<file path="config.mk">
export PLATFORM = sky130hd
export DESIGN_NAME = mbet_ctrl
export DESIGN_NICKNAME = d
export VERILOG_FILES = /design/src/mbet_pkg.sv /design/src/mbet_ctrl.sv
export SDC_FILE = /design/constraint.sdc
export NUM_CORES = 1
export LEC_CHECK = 0
export BUFFER_PORTS_ARGS = -buffer_cell sky130_fd_sc_hd__buf_4
export CAP_MARGIN = 20
export CORE_AREA = 2 2 39 41
export DETAILED_ROUTE_END_ITERATION = 8
export DIE_AREA = 0 0 41 43
export GPL_TIMING_DRIVEN = 0
export SLEW_MARGIN = 20
export SYNTH_ARGS = -nofsm -noshare
export SYNTH_HDL_FRONTEND = slang
export SYNTH_SLANG_ARGS = --single-unit
</file>
<file path="constraint.sdc">
create_clock -name clk -period 1.1 [get_ports clk]
set_input_delay 0.055 -clock clk [delete_from_list [all_inputs] [get_ports clk]]
set_output_delay 0.055 -clock clk [all_outputs]
set_load 0.02 [all_outputs]
</file>
<file path="src/mbet_pkg.sv">
`timescale 1ns / 1ps
// ----------------------------------------------------------------------------
// mbet_pkg
// Shared widths, types and arithmetic helpers for the escape-time counter.
// ----------------------------------------------------------------------------
package mbet_pkg;

	localparam int DATA_W     = 32;
	localparam int FRAC_BITS  = 28;
	localparam int COUNT_BITS = 16;
	localparam int ITER_W     = 16;
	localparam int CFG_W      = 16;
	localparam int PROD_W     = 2 * DATA_W;

	// Width that holds squares, cross term and sums without overflow
	localparam int SUM_A = 2 * DATA_W - FRAC_BITS + 2;
	localparam int SUM_B = (DATA_W + 2 > FRAC_BITS + 4) ? DATA_W + 2 : FRAC_BITS + 4;
	localparam int SUM_W = (SUM_A > SUM_B) ? SUM_A : SUM_B;

	localparam logic [CFG_W-1:0] MAX_ITER_RST = CFG_W'(1000);

	localparam logic signed [SUM_W-1:0] FOUR = SUM_W'(4) << FRAC_BITS;
	localparam logic signed [DATA_W-1:0] DATA_MAX = {1'b0, {(DATA_W-1){1'b1}}};
	localparam logic signed [DATA_W-1:0] DATA_MIN = {1'b1, {(DATA_W-1){1'b0}}};

	typedef enum logic [1:0] {
		ST_IDLE,
		ST_MUL,
		ST_TEST,
		ST_FIN
	} state_t;

	typedef struct packed {
		logic load;
		logic mul;
		logic upd;
		logic publish;
	} cmd_t;

	typedef struct packed {
		logic lim_zero;
		logic escape;
		logic last;
	} sts_t;

	// Clamp to the signed data range
	function automatic logic signed [DATA_W-1:0] sat_data(input logic signed [SUM_W-1:0] v);
		logic signed [SUM_W-1:0] hi;
		logic signed [SUM_W-1:0] lo;
		hi = SUM_W'(DATA_MAX);
		lo = SUM_W'(DATA_MIN);
		if (v > hi) begin
			return DATA_MAX;
		end else if (v < lo) begin
			return DATA_MIN;
		end
		return DATA_W'(v);
	endfunction

	// Limit the register value to what the counter can hold
	function automatic logic [COUNT_BITS-1:0] clamp_limit(input logic [CFG_W-1:0] v);
		logic [63:0] w;
		logic [63:0] cap;
		w   = 64'(v);
		cap = (64'(1) << COUNT_BITS) - 64'(1);
		if (w > cap) begin
			w = cap;
		end
		return COUNT_BITS'(w);
	endfunction

endpackage

</file>
<file path="src/mbet_ctrl.sv">
`timescale 1ns / 1ps
// ----------------------------------------------------------------------------
// mbet_ctrl
// Sequencer for the escape-time loop and the output holding flag.
// ----------------------------------------------------------------------------
module mbet_ctrl import mbet_pkg::*; (
	input  logic clk,
	input  logic arst_n,
	input  logic in_valid,
	output logic in_ready,
	output logic out_valid,
	input  logic out_ready,
	input  sts_t sts,
	output cmd_t cmd
);

	state_t state_q, state_nxt;
	logic   res_vld_q;
	logic   out_busy;

	assign out_busy  = res_vld_q && !out_ready;
	assign out_valid = res_vld_q;

	always_ff @(posedge clk or negedge arst_n) begin
		if (!arst_n) begin
			state_q   <= ST_IDLE;
			res_vld_q <= 1'b0;
		end else begin
			state_q <= state_nxt;
			if (cmd.publish) begin
				res_vld_q <= 1'b1;
			end else if (out_ready) begin
				res_vld_q <= 1'b0;
			end
		end
	end

	always_comb begin
		state_nxt = state_q;
		cmd       = '0;
		in_ready  = 1'b0;
		unique case (state_q)
			ST_IDLE: begin
				in_ready = 1'b1;
				if (in_valid) begin
					cmd.load  = 1'b1;
					state_nxt = sts.lim_zero ? ST_FIN : ST_MUL;
				end
			end
			ST_MUL: begin
				cmd.mul   = 1'b1;
				state_nxt = ST_TEST;
			end
			ST_TEST: begin
				if (sts.escape) begin
					state_nxt = ST_FIN;
				end else begin
					cmd.upd   = 1'b1;
					state_nxt = sts.last ? ST_FIN : ST_MUL;
				end
			end
			ST_FIN: begin
				// wait for the holding register to free up
				if (!out_busy) begin
					cmd.publish = 1'b1;
					state_nxt   = ST_IDLE;
				end
			end
			default: state_nxt = ST_IDLE;
		endcase
	end

endmodule

</file>
==> results.md <==
| Metric | Reported |
|---|---|
| Status | finished, violations left |
| Failing checks | setup timing |
| Comb pwr share | 62.3% |
| Worst Setup Start Kind | flip-flop |
| Latest clock arrival within the worst-skew pair | 230 ps |
| Critical path data required time | 1040 ps |
| TritonCTS clock tree | yes |
| Yosys top cell by area | dfrtp_1 |
| Critical path arrival | 1050 ps |
| Maximum number of pins on one net before global-route repair | 7 |
| Power per cell area | 2950 nW/µm² |
| Proportion of power drawn by flip-flops and latches | 20.5% |
| Maximum resistive drop on vdd | 565 µV |
| Headroom to the max-slew limit | 82.7% |
| Initial standard-cell utilization of the core | 12.8% |
| Residual DRC count | 0 |
| Final Setup Violations | 1 |
| Placed Cells incl. Taps | 46 |
| Leading post-synthesis cells by cell area | dfrtp_1, nor4b_4, nor2b_1, a311oi_1, a211oi_1 |
| Launch point of the worst reg-to-reg path | state_q[0] |
| Drt total wl | 488 µm |
| CTS Root Cell | clkbuf_4 |
| Count of state elements after synthesis | 3 |
| Total grt overflow | 0 |
| Setup slack of the critical path after layout | -4.94 ps |
| Die extent in x | 41 µm |
| Inserted Clock Buffers | 3 |
| IO Count | 13 |
| Compound-Gate Fraction of Synth Area | 12.7% |
| Final hold slack | 124 ps |
| Count of cell types in the netlist | 13 |
| Cell area after technology mapping | 178 µm² |
| Number of H-tree branching levels | 1 |
| Setup repair after global routing missed its margin | yes |
| Maximum clock frequency | 905 MHz |
| Share of flip-flops with an asynchronous set or reset after synthesis | 100% |
| Wire length of the first global-routing pass | 779 µm |
| Dominant combinational cell family by area after synthesis | simple AND/OR/NAND/NOR gates |
| Vias per std cell | 3.65 |
| Clock buffer depth | 2 |
| Synth-to-Final Area Change | 116% |
| Input/output buffers | 12 |
| Most used DFF post-synth | dfrtp_1 |
| Total Routing Usage GR | 7.53% |
| Row count | 14 |
| Sequential area share after synthesis | 42.3% |
| Hpwl dp | 318 µm |
| Crit Reg-Reg Endpoint | state_q[1] |
| Relative contribution of the clock network to total power | 17.1% |
| Period utilisation layout | 100% |
| Total via count in the routed design | 201 |
| Register-to-register path setup slack | 10 ps |
| Syn avg cell area | 9.87 µm² |
| Switching component of the power | 455 µW |
| Destination of the critical timing path | cmd[3] |
| EDFF count, synth | 0 |
| Final estimated routing congestion in global placement | 0.617 |
| Final Instance Count excl. Fillers | 55 |
| N_diodes | 0 |
| Number of instances in the synthesized netlist | 18 |
| Area share of the leading cell type in the synthesized netlist | 42.3% |
| Number of cell instances on the worst register-to-register path | 4 |
| Number of maximum-capacitance constraint violations | 0 |
| Adder-cell share of the synthesized area | 0% |
| Initial antenna violation count | 0 |
| CTS sink cnt | 3 |
| Simple-gate share of the synthesized area | 38.7% |
| Final design instance area without fill | 384 µm² |
| Max-slew violations | 0 |
| CORE AREA | 1380 µm² |
| Post-synthesis xor/xnor area fraction | 0% |
| Critical Path Source | state_q[1] |
| Overall die area | 1760 µm² |
| Antenna violation net count after detailed routing | 0 |
| Path class of the lowest-slack min-delay path | in2reg |
| Warnings, synthesis | 0 |
| Placement-stage worst setup slack | 109 ps |
| Multiplexer share of the synthesized area | 0% |
| Final net count | 47 |
| CP Capture Type | output pin |
| Synth Net Count | 25 |
| Clock-pin slew of the registers on the worst-case setup and hold paths | 40 ps |
| Number of violations reported at the end of detailed-routing iteration 0 | 0 |
| Startpoint-to-endpoint class of the critical path | reg2out |
| Fraction of final layout cells sized beyond drive strength 1 | 69.2% |
| Most frequent cell after synthesis | dfrtp_1 |
| Worst-path fanout max | 6 |
| Post-synth top cells | dfrtp_1, nand2_1, nor2_1, nor2b_1 |
| Power Internal | 678 µW |
| Via count of the first global-routing pass | 214 |
| Setup Skew | 1.20 ps |
| Transition at the pin with the smallest max-transition slack | 258 ps |
| Number of detailed-route iterations in the first pass | 1 |
| Routed wirelength normalized by instance count | 8.87 µm |
| Leakage power total | 0.000181 µW |
| Height of the die | 43 µm |
| Final hold violation count | 0 |
| Placed standard-cell area | 290 µm² |
| Final period demand of the worst path | 1100 ps |
| Fraction of power spent switching nets | 40.1% |
[power groups by stage]
stage | Clock [µW] | Sequential [µW] | Combinational, µW
3_5_place_dp | 0 | 225 | 523
6_report | 194 | 232 | 706
5_1_grt | 210 | 240 | 755
3_3_place_gp | 0 | 222 | 521
4_1_cts | 199 | 230 | 681
2_1_floorplan | 0 | 237 | 311
[how the worst min path moves through the flow]
stage | slack (ps) | to | start | cells past startpoint
after floorplan | -240 | out_valid | arst_n | 0
after global placement | -150 | out_valid | arst_n | 1
after detailed placement | -150 | out_valid | arst_n | 1
after CTS | 110 | state_q[0] | in_valid | 3
after global routing | 150 | state_q[0] | arst_n | 2
final | 120 | state_q[0] | in_valid | 3
[sequential cells by signal, summed over array words and instances (netlist names)]
name and flops:
out_valid 1, state_q 2
[cells by family (layout without fill, tap and decap cells)]
| group | after synthesis | in the layout |
|---|---|---|
| AO/OA/AOI/OAI | 3 | 3 |
| buffers and inverters | 2 | 23 |
| flip-flops | 3 | 3 |
| AND/OR/NAND/NOR | 10 | 10 |
[area by class of cell]
cell class              count  area, µm²
clock buffers               4       26.3
inverters                   1       3.75
well taps                  16       20.0
flip-flops and latches      3       76.3
multi-input cells          13        113
plain buffers               1       11.3
fillers                   152       1000
repair buffers             17        134
[repair_timing]
action / 4_1_cts / 5_1_grt
hold buffers: 1 / 0
setup endpoints to repair: 3 / 4
resized for setup: 6 / 2
setup buffers: 4 / 0
endpoints found under the hold margin: 3 / 0
pin swaps: 2 / 2
[per-stage QoR]
| stage | utilization (%) | total power, µW | TNS (ps) |
|---|---|---|---|
| after detailed placement | 21.0 | 748 | 0 |
| after global routing | 27.8 | 1210 | -120 |
| after CTS | 27.3 | 1110 | -15.9 |
| after floorplan | - | 548 | 0 |
| final | 27.8 | 1130 | -4.94 |
| after global placement | 21.0 | 743 | 0 |
[layout by cell type, fill, tap and decap left out]
cell type      synthesis  final
dlygate4sd3_1          0      1
inv_2                  0      1
dfrtp_2                0      1
clkbuf_4               0      3
a211oi_1               1      1
a311oi_2               0      1
clkbuf_1               0      1
nor2_4                 0      1
buf_4                  1     15
and2_4                 0      1
dfrtp_1                3      2
nand2_1                2      2
nand2b_1               1      1
o22ai_1                1      1
buf_6                  0      2
nor2b_1                2      2
nor2_1                 2      1
nor4b_4                1      1
nor3_2                 0      1
[routing by layer]
layer,vias to the layer above,share of wire [%],track usage [%]
li1,103,-,-
met4,0,0,10.0
met3,0,2.3,3.14
met1,95,33,5.14
met5,-,0,0
met2,3,65,11.9
[critical path: stages (launching register included)]
cell and delay, ps:
dfrtp_2 450, nor2_4 120, and2_4 140, buf_6 100
(Power assumes the default switching activity.)
